===== src/sv/hmdp_pkg.sv =====
// package of types and constants for the hid mouse descriptor parser
package hmdp_pkg;
  localparam int unsigned MaxLocalUsages = 16;
  localparam int unsigned UsageIdxW = $clog2(MaxLocalUsages);
  localparam int unsigned UsageFillW = $clog2(MaxLocalUsages + 1);

  localparam logic [7:0] LongPrefix = 8'hFE;
  localparam logic [7:0] TagUsagePage = 8'h04;
  localparam logic [7:0] TagUsage = 8'h08;
  localparam logic [7:0] TagReportSize = 8'h74;
  localparam logic [7:0] TagReportId = 8'h84;
  localparam logic [7:0] TagReportCount = 8'h94;
  localparam logic [7:0] TagInput = 8'h80;
  localparam logic [31:0] PageButton = 32'h09;
  localparam logic [31:0] PageDesktop = 32'h01;
  localparam logic [31:0] UsageX = 32'h30;
  localparam logic [31:0] UsageY = 32'h31;

  typedef struct packed {
    logic [7:0] desc_byte;
    logic       last_byte;
  } in_t;

  typedef struct packed {
    logic        found_valid;
    logic [7:0]  report_ident;
    logic [15:0] button_pos;
    logic [7:0]  button_num;
    logic [15:0] x_pos;
    logic [7:0]  x_width;
    logic [15:0] y_pos;
    logic [7:0]  y_width;
    logic [15:0] total_width;
  } out_t;
endpackage


===== src/sv/hid_mouse_descriptor_parser.sv =====
// top level of the hid mouse descriptor parser
// Usage:
// - in channel (in_valid_i/in_ready_o/in_data_i) takes one descriptor byte per
//   transaction, with last_byte marking the final byte of a descriptor
// - out channel (out_valid_o/out_ready_i/out_data_o) gives one result per
//   descriptor, after the transaction carrying last_byte
// - data bytes and long-item bytes are taken in the idle state; a byte that
//   completes a short item then passes through the execute step, and one that
//   completes an Input item through the execute and grow steps, with walk
//   steps between them when the stored usages are walked on the Generic Desktop
//   page: at most 16 usages, one per cycle through a shared compare and add unit
// - the offset growth size * count comes from one multiplier used in the
//   last step of an Input item
// - a last byte then passes through the emit step to form the result, which then
//   sits in the output register; the next byte is accepted while it waits
// - a further last byte is held off until the earlier result is taken
// - reset clears all parse state and the output register; the usage store
//   holds undefined data that is never read before being written
// - after each result all state but the walk index and bit position returns to its reset values
module hid_mouse_descriptor_parser (
  input  logic            clk_i,
  input  logic            rst_ni,
  input  logic            in_valid_i,
  output logic            in_ready_o,
  input  hmdp_pkg::in_t   in_data_i,
  output logic            out_valid_o,
  input  logic            out_ready_i,
  output hmdp_pkg::out_t  out_data_o
);
  localparam logic [1:0] PhPrefix = 2'd0;
  localparam logic [1:0] PhLongLen = 2'd1;
  localparam logic [1:0] PhSkip = 2'd2;
  localparam logic [1:0] PhData = 2'd3;

  localparam logic [2:0] StIdle = 3'd0;
  localparam logic [2:0] StExec = 3'd1;
  localparam logic [2:0] StWalk = 3'd2;
  localparam logic [2:0] StGrow = 3'd3;
  localparam logic [2:0] StEmit = 3'd4;

  logic [2:0] st_q, st_d;
  logic [1:0] ph_q, ph_d;
  logic [7:0] prefix_q, prefix_d;
  logic [8:0] left_q, left_d;
  logic [31:0] acc_q, acc_d;
  logic [31:0] page_q, page_d, size_q, size_d, count_q, count_d, offs_q, offs_d;
  logic [hmdp_pkg::UsageFillW-1:0] fill_q, fill_d;
  logic fx_q, fx_d, fy_q, fy_d, fb_q, fb_d;
  logic [7:0] ident_q, ident_d, bnum_q, bnum_d, xw_q, xw_d, yw_q, yw_d;
  logic [15:0] bpos_q, bpos_d, xpos_q, xpos_d, ypos_q, ypos_d;
  logic last_q, last_d;
  logic [hmdp_pkg::UsageFillW-1:0] idx_q, idx_d;
  logic [31:0] bit_q, bit_d;
  logic [31:0] usage_mem [hmdp_pkg::MaxLocalUsages];
  logic [31:0] rd_q;
  logic mem_we;
  logic [hmdp_pkg::UsageIdxW-1:0] mem_wa, mem_ra;
  logic out_valid_q;
  hmdp_pkg::out_t out_q;
  logic emit;
  logic accept;
  logic [31:0] prod;
  logic [31:0] acc_new;
  logic [2:0] isz;
  logic [1:0] pos;

  assign in_ready_o = (st_q == StIdle) && !(in_data_i.last_byte && out_valid_q);
  assign accept = in_valid_i && in_ready_o;
  assign out_valid_o = out_valid_q;
  assign out_data_o = out_q;

  // multiplier for offset growth, used in the grow step
  assign prod = size_q * count_q;

  // usage store, written on usage items, read one entry per walk step
  always_ff @(posedge clk_i) begin
    if (mem_we) usage_mem[mem_wa] <= acc_q;
    rd_q <= usage_mem[mem_ra];
  end

  always_comb begin
    isz = (in_data_i.desc_byte[1:0] == 2'd3) ? 3'd4 : {1'b0, in_data_i.desc_byte[1:0]};
    pos = 2'((prefix_q[1:0] == 2'd3 ? 9'd4 : {7'd0, prefix_q[1:0]}) - left_q);
    acc_new = acc_q | ({24'd0, in_data_i.desc_byte} << {pos, 3'd0});
  end

  always_comb begin
    st_d = st_q; ph_d = ph_q; prefix_d = prefix_q; left_d = left_q; acc_d = acc_q;
    page_d = page_q; size_d = size_q; count_d = count_q; offs_d = offs_q;
    fill_d = fill_q; fx_d = fx_q; fy_d = fy_q; fb_d = fb_q;
    ident_d = ident_q; bnum_d = bnum_q; xw_d = xw_q; yw_d = yw_q;
    bpos_d = bpos_q; xpos_d = xpos_q; ypos_d = ypos_q;
    last_d = last_q; idx_d = idx_q; bit_d = bit_q;
    mem_we = 1'b0; mem_wa = fill_q[hmdp_pkg::UsageIdxW-1:0];
    mem_ra = idx_q[hmdp_pkg::UsageIdxW-1:0];
    emit = 1'b0;
    unique case (st_q)
      StIdle: begin
        if (accept) begin
          last_d = in_data_i.last_byte;
          st_d = in_data_i.last_byte ? StEmit : StIdle;
          unique case (ph_q)
            PhPrefix: begin
              if (in_data_i.desc_byte == hmdp_pkg::LongPrefix) begin
                ph_d = PhLongLen;
              end else begin
                prefix_d = in_data_i.desc_byte;
                acc_d = '0;
                left_d = {6'd0, isz};
                if (isz == 3'd0) st_d = StExec;
                else ph_d = PhData;
              end
            end
            PhLongLen: begin
              left_d = 9'd1 + {1'b0, in_data_i.desc_byte};
              ph_d = PhSkip;
            end
            PhSkip: begin
              if (left_q <= 9'd1) ph_d = PhPrefix;
              if (left_q != 9'd0) left_d = left_q - 9'd1;
            end
            PhData: begin
              acc_d = acc_new;
              if (left_q <= 9'd1) begin
                st_d = StExec;
                ph_d = PhPrefix;
              end
              if (left_q != 9'd0) left_d = left_q - 9'd1;
            end
            default: ;
          endcase
        end
      end
      StExec: begin
        st_d = last_q ? StEmit : StIdle;
        case (prefix_q & 8'hFC)
          hmdp_pkg::TagUsagePage: page_d = acc_q;
          hmdp_pkg::TagUsage: begin
            if (fill_q < hmdp_pkg::UsageFillW'(hmdp_pkg::MaxLocalUsages)) begin
              mem_we = 1'b1;
              fill_d = fill_q + 1'b1;
            end
          end
          hmdp_pkg::TagReportSize: size_d = acc_q;
          hmdp_pkg::TagReportCount: count_d = acc_q;
          hmdp_pkg::TagReportId: begin
            if (!(fx_q && fy_q)) begin
              ident_d = acc_q[7:0]; offs_d = '0; fb_d = 1'b0;
              bpos_d = '0; bnum_d = '0;
            end
          end
          hmdp_pkg::TagInput: begin
            bit_d = offs_q;
            idx_d = '0;
            st_d = StGrow;
            if (!acc_q[0] && size_q != 0 && count_q != 0) begin
              if (page_q == hmdp_pkg::PageButton && !fb_q) begin
                fb_d = 1'b1; bpos_d = offs_q[15:0]; bnum_d = count_q[7:0];
              end else if (page_q == hmdp_pkg::PageDesktop && fill_q != 0) begin
                st_d = StWalk;
              end
            end
          end
          default: ;
        endcase
        if (prefix_q[3:2] == 2'd0 && (prefix_q & 8'hFC) != hmdp_pkg::TagInput)
          fill_d = '0;
      end
      StWalk: begin
        // rd_q holds entry idx_q-1 once idx_q is nonzero
        mem_ra = idx_q[hmdp_pkg::UsageIdxW-1:0];
        if (idx_q != 0) begin
          if (rd_q == hmdp_pkg::UsageX && !fx_q) begin
            fx_d = 1'b1; xpos_d = bit_q[15:0]; xw_d = size_q[7:0];
          end else if (rd_q == hmdp_pkg::UsageY && !fy_q) begin
            fy_d = 1'b1; ypos_d = bit_q[15:0]; yw_d = size_q[7:0];
          end
          bit_d = bit_q + size_q;
        end
        idx_d = idx_q + 1'b1;
        if (idx_q == fill_q || 32'(idx_q) == count_q) st_d = StGrow;
      end
      StGrow: begin
        offs_d = offs_q + prod;
        fill_d = '0;
        st_d = last_q ? StEmit : StIdle;
      end
      StEmit: begin
        emit = 1'b1;
        st_d = StIdle; ph_d = PhPrefix; prefix_d = '0; left_d = '0; acc_d = '0;
        page_d = '0; size_d = '0; count_d = '0; offs_d = '0; fill_d = '0;
        fx_d = 1'b0; fy_d = 1'b0; fb_d = 1'b0;
        ident_d = '0; bnum_d = '0; xw_d = '0; yw_d = '0;
        bpos_d = '0; xpos_d = '0; ypos_d = '0; last_d = 1'b0;
      end
      default: st_d = StIdle;
    endcase
  end

  // control and layout state
  always_ff @(posedge clk_i or negedge rst_ni) begin
    if (!rst_ni) begin
      st_q <= StIdle; ph_q <= PhPrefix; prefix_q <= '0; left_q <= '0; acc_q <= '0;
      page_q <= '0; size_q <= '0; count_q <= '0; offs_q <= '0; fill_q <= '0;
      fx_q <= 1'b0; fy_q <= 1'b0; fb_q <= 1'b0;
      ident_q <= '0; bnum_q <= '0; xw_q <= '0; yw_q <= '0;
      bpos_q <= '0; xpos_q <= '0; ypos_q <= '0; last_q <= 1'b0;
      idx_q <= '0; bit_q <= '0;
    end else begin
      st_q <= st_d; ph_q <= ph_d; prefix_q <= prefix_d; left_q <= left_d; acc_q <= acc_d;
      page_q <= page_d; size_q <= size_d; count_q <= count_d; offs_q <= offs_d;
      fill_q <= fill_d; fx_q <= fx_d; fy_q <= fy_d; fb_q <= fb_d;
      ident_q <= ident_d; bnum_q <= bnum_d; xw_q <= xw_d; yw_q <= yw_d;
      bpos_q <= bpos_d; xpos_q <= xpos_d; ypos_q <= ypos_d; last_q <= last_d;
      idx_q <= idx_d; bit_q <= bit_d;
    end
  end

  // output register
  always_ff @(posedge clk_i or negedge rst_ni) begin
    if (!rst_ni) begin
      out_valid_q <= 1'b0;
      out_q <= '0;
    end else if (emit) begin
      out_valid_q <= 1'b1;
      if (fx_q && fy_q) begin
        out_q <= '{1'b1, ident_q, bpos_q, bnum_q, xpos_q, xw_q, ypos_q, yw_q, offs_q[15:0]};
      end else begin
        out_q <= '0;
      end
    end else if (out_ready_i) begin
      out_valid_q <= 1'b0;
    end
  end
endmodule


===== config.mk =====
export PLATFORM = sky130hd
export DESIGN_NAME = hid_mouse_descriptor_parser
export DESIGN_NICKNAME = d
export VERILOG_FILES = /design/src/sv/hmdp_pkg.sv /design/src/sv/hid_mouse_descriptor_parser.sv
export SDC_FILE = /design/constraint.sdc
export NUM_CORES = 1
export LEC_CHECK = 0
export BUFFER_PORTS_ARGS = -buffer_cell sky130_fd_sc_hd__clkbuf_2
export CELL_PAD_IN_SITES_DETAIL_PLACEMENT = 0
export CELL_PAD_IN_SITES_GLOBAL_PLACEMENT = 1
export CORE_ASPECT_RATIO = 0.75
export CORE_UTILIZATION = 52
export DETAILED_ROUTE_END_ITERATION = 8
export GPL_TIMING_DRIVEN = 0
export HOLD_SLACK_MARGIN = 0.02
export PLACE_DENSITY_LB_ADDON = 0.1
export SYNTH_ARGS = -nofsm -noshare
export SYNTH_HDL_FRONTEND = slang
export SYNTH_SLANG_ARGS = --single-unit

===== constraint.sdc =====
create_clock -name clk_i -period 6.8 [get_ports clk_i]
set_clock_uncertainty 0.1 [all_clocks]
set_input_delay 1.36 -clock clk_i [delete_from_list [all_inputs] [get_ports clk_i]]
set_output_delay 1.36 -clock clk_i [all_outputs]
set_load 0.05 [all_outputs]

==> summary.md <==
| Metric | Value |
|---|---|
| Outcome | `finished, final reports clean` |
| Final worst setup slack | `0.207 ns` |
| Cts hold-fix bufs | `0` |
| Final hold violation count | `0` |
| Die Width | `around 330 um` |
| Worst VDD drop | `0.204 mV` |
| Internal reg-to-reg setup slack | `0.21 ns` |
| Tot GR Track Use | `0.288` |
| # nets final | `3544` |
| Flop pwr share | `0.473` |
| Yosys warns | `0` |
| Clk_lat worst skew | `0.67 ns` |
| CTS sink cnt | `around 920` |
| Die area | `about 0.08 sq mm` |
| Gr ovfl total | `0` |
| Final Max Slew Viols | `0` |
| RSZ-0062 raised after global routing | `false` |
| CP max FO | `10` |
| Sw Pwr | `0.00455 W` |
| Commonest cells after routing, fill and taps aside | `663 x nand2_1, 512 x edfxtp_1, 369 x dfrtp_1` |
| CTS HTree Levels | `3` |
| EDFF count, synth | `512` |
| Initial Util | `0.529` |
| Reg2reg start | `size_q[4]$_DFFE_PN0P_` |
| Design Power | `0.0148 W` |
| MaxCap Viol Count | `0` |
| Row count | `88` |
| Synth area leaders | `edfxtp_1 38%, dfrtp_1 23%, mux4_2 8.8%` |
| Global-route wire length before repair | `169000 um` |
| Drt total wl | `112000 um` |
| Fmax | `0.152 GHz` |
| Start point of the critical path | `size_q[4]$_DFFE_PN0P_` |
| Power share of the clock group | `0.337` |
| Initial antenna violation count | `1` |
| Cells after Synth | `3130` |
| Setup crit end | `offs_q[14]$_DFFE_PN0P_` |
| Relative slew slack | `0.225` |
| Commonest non-fill, non-tap cell in the layout | `nand2_1` |
| HP Start | `out_data_o[34]$_DFFE_PN0P_` |
| Deepest clock path buffer count | `3` |
| Iteration count of the initial detailed-routing pass | `6` |
| Seq cells post-synth | `918` |
| DRT iter0 DRCs | `between 2000 and 3000` |
| Mapped cell area | `0.0409 sq mm` |
| Async SR Flop Fraction | `0.407` |
| Number of CTS-inserted buffers | `between 80 and 90` |
| Post-route DRC | `0` |
| Synth area leader | `edfxtp_1` |
| Setup crit end kind | `flop` |
| CP dominant cell by count | `fa_1` |
| Hold/Removal Path Class | `flop to flop` |
| Slowest cell delay on critical path | `between 0.6 and 0.7 ns` |
| Critical path type | `flop to flop` |
| Tcrit/Tclk final | `0.970` |
| Routability cong. | `roughly 0.91` |
| Synth Flop Type | `edfxtp_1` |
| CTS tree | `yes` |
| Fin crit period | `6.59 ns` |
| Slowest CP cell | `dfrtp_1` |
| Syn Area/Cell | `13.1 sq um` |
| IO buf count | `106` |
| Dpl hpwl | `78000 um` |
| Combinational power share | `0.190` |
| Vias per inst | `5.97` |
| Worst EP arrival | `7.02 ns` |
| Top Ports | `between 100 and 150` |
| Hold Path Stages | `2` |
| Via count | `26600` |
| Core Region | `between 0.07 and 0.08 sq mm` |
| Count of cell types in the netlist | `75` |
| Routed WL per cell | `about 25 um` |
| Syn nets | `between 3000 and 4000` |
| Final setup viols | `0` |
| Worst R2R End | `offs_q[14]$_DFFE_PN0P_` |
| Leakage | `roughly 19 nW` |
| Final setup TNS | `0 ns` |
| Worst slack at placement | `-0.291 ns` |
| Top-area cell type share of the netlist area | `0.376` |
| Root Buffer | `clkbuf_16` |
| CP cell instances | `clkbuf_2 > and2_1 > fa_1 > fa_1 > fa_1 > inv_1 > fa_1 > inv_1 > ha_1 > ha_1 > fa_1 > inv_1 > fa_1 > inv_1 > ha_1 > or2_2 > a2111o_1 > o211ai_1 > xor2_1 > o21ai_0` |
| Slew @ Worst Pin | `around 1.2 ns` |
| Clock-pin transition on the worst setup and hold timing paths | `~0.060 ns` |
| Data required time of the worst path | `roughly 7.2 ns` |
| Number of routed nets with antenna violations | `0` |
| Startpoint Class | `flop` |
| Die Y-Extent | `about 240 um` |
| Vias in the first global route | `26100` |
| Layout cell share with drive strength beyond 1 | `0.153` |
| Switching Share | `0.308` |
| Internal power | `between 0.01 and 0.015 W` |
| Area Growth Syn to Fin | `12.8%` |
| Cell count of the worst reg-to-reg path | `20` |
| Largest net degree at the start of global routing | `112` |
| Seq/Total Area, Yosys | `0.620` |
| PD cells | `320 mW/mm^2` |
==> registers in the layout, indices dropped and copies added, names as in the netlist, 32 cells and up <==
register    cells
count_q        32
usage_mem     512
rd_q           32
out_data_o     97
acc_q          32
page_q         32
size_q         32
==> routing by layer <==
layer | up-vias | GRT usage | share of wire
met5 | - | 0 | 0
met1 | 13700 | 0.459 | 0.46
met3 | 123 | 0.0756 | 0.10
li1 | 11500 | - | -
met2 | 1214 | 0.400 | 0.42
met4 | 0 | 0.0525 | 0.015
==> metrics by stage <==
step	hold WS, ns	utilization	cells	instance area, sq um
4_1_cts	0.371	0.596	4455	46200
3_5_place_dp	0.358	0.559	4294	43200
2_1_floorplan	0.342	-	3130	40900
3_3_place_gp	0.351	0.552	4271	42800
5_1_grt	0.378	0.596	4453	46200
6_report	0.364	0.597	4455	46200
==> cells in the mapped netlist, types with 81 or more instances <==
cell and instances:
edfxtp_1 512, mux4_2 160, ha_1 91, fa_1 94, clkbuf_1 119, o21ai_0 127, and2_1 97, nor2_1 81
nand2_1 663, a21oi_1 180, dfrtp_1 374, nand3_1 126, inv_1 131
==> cell type report <==
cell class | count | area (sq um)
repair buffers | 129 | 978
clock inverters | 48 | 489
plain buffers | 179 | 790
well taps | 1035 | 1290
fillers | 6068 | 31200
inverters | 131 | 492
clock buffers | 115 | 2430
diodes | 2 | 5.00
flip-flops and latches | 918 | 25400
multi-input cells | 1898 | 14300
==> worst min-delay path by stage <==
| stage | slack (ns) | to |
|---|---|---|
| 3_3_place_gp | 0.35 | out_data_o[27]$_DFFE_PN0P_ |
| 6_report | 0.36 | out_data_o[34]$_DFFE_PN0P_ |
| 2_1_floorplan | 0.34 | page_q[0]$_DFFE_PN0P_ |
| 5_1_grt | 0.38 | fb_q$_DFFE_PN0P_ |
| 4_1_cts | 0.37 | out_data_o[34]$_DFFE_PN0P_ |
| 3_5_place_dp | 0.36 | out_data_o[34]$_DFFE_PN0P_ |
==> kinds of logic after synthesis <==
family          share of synthesized area
buf+inv                            0.0311
flops                               0.620
mux                                0.0885
compound gates                     0.0513
simple gates                        0.120
fa+ha+maj                          0.0738
xor+xnor                           0.0154
==> worst max-delay path: cells and delay by family, from the launching register on <==
family          cells  cell delay [ns]
compound gates      3             0.66
xor+xnor            1             0.29
fa+ha+maj           9             3.73
buf+inv             5             0.54
flops               1             0.61
simple gates        2             0.52
==> power groups by stage <==
stage | Combinational (W) | Sequential, W | Clock (W)
floorplan | 0.00190 | 0.00679 | 0
global placement | 0.00271 | 0.00706 | 0
detailed placement | 0.00277 | 0.00709 | 0
CTS | 0.00279 | 0.00698 | 0.00502
global route | 0.00305 | 0.00703 | 0.00524
finish | 0.00281 | 0.00699 | 0.00497
==> repair_timing <==
| item | 4_1_cts | 5_1_grt |
|---|---|---|
| buffers inserted | 0 | 0 |
| gates resized for setup | 8 | 23 |
| pin swaps | 0 | 1 |
| setup endpoints to repair | 2 | 3 |
No activity file was read; power rests on OpenSTA's default activity.
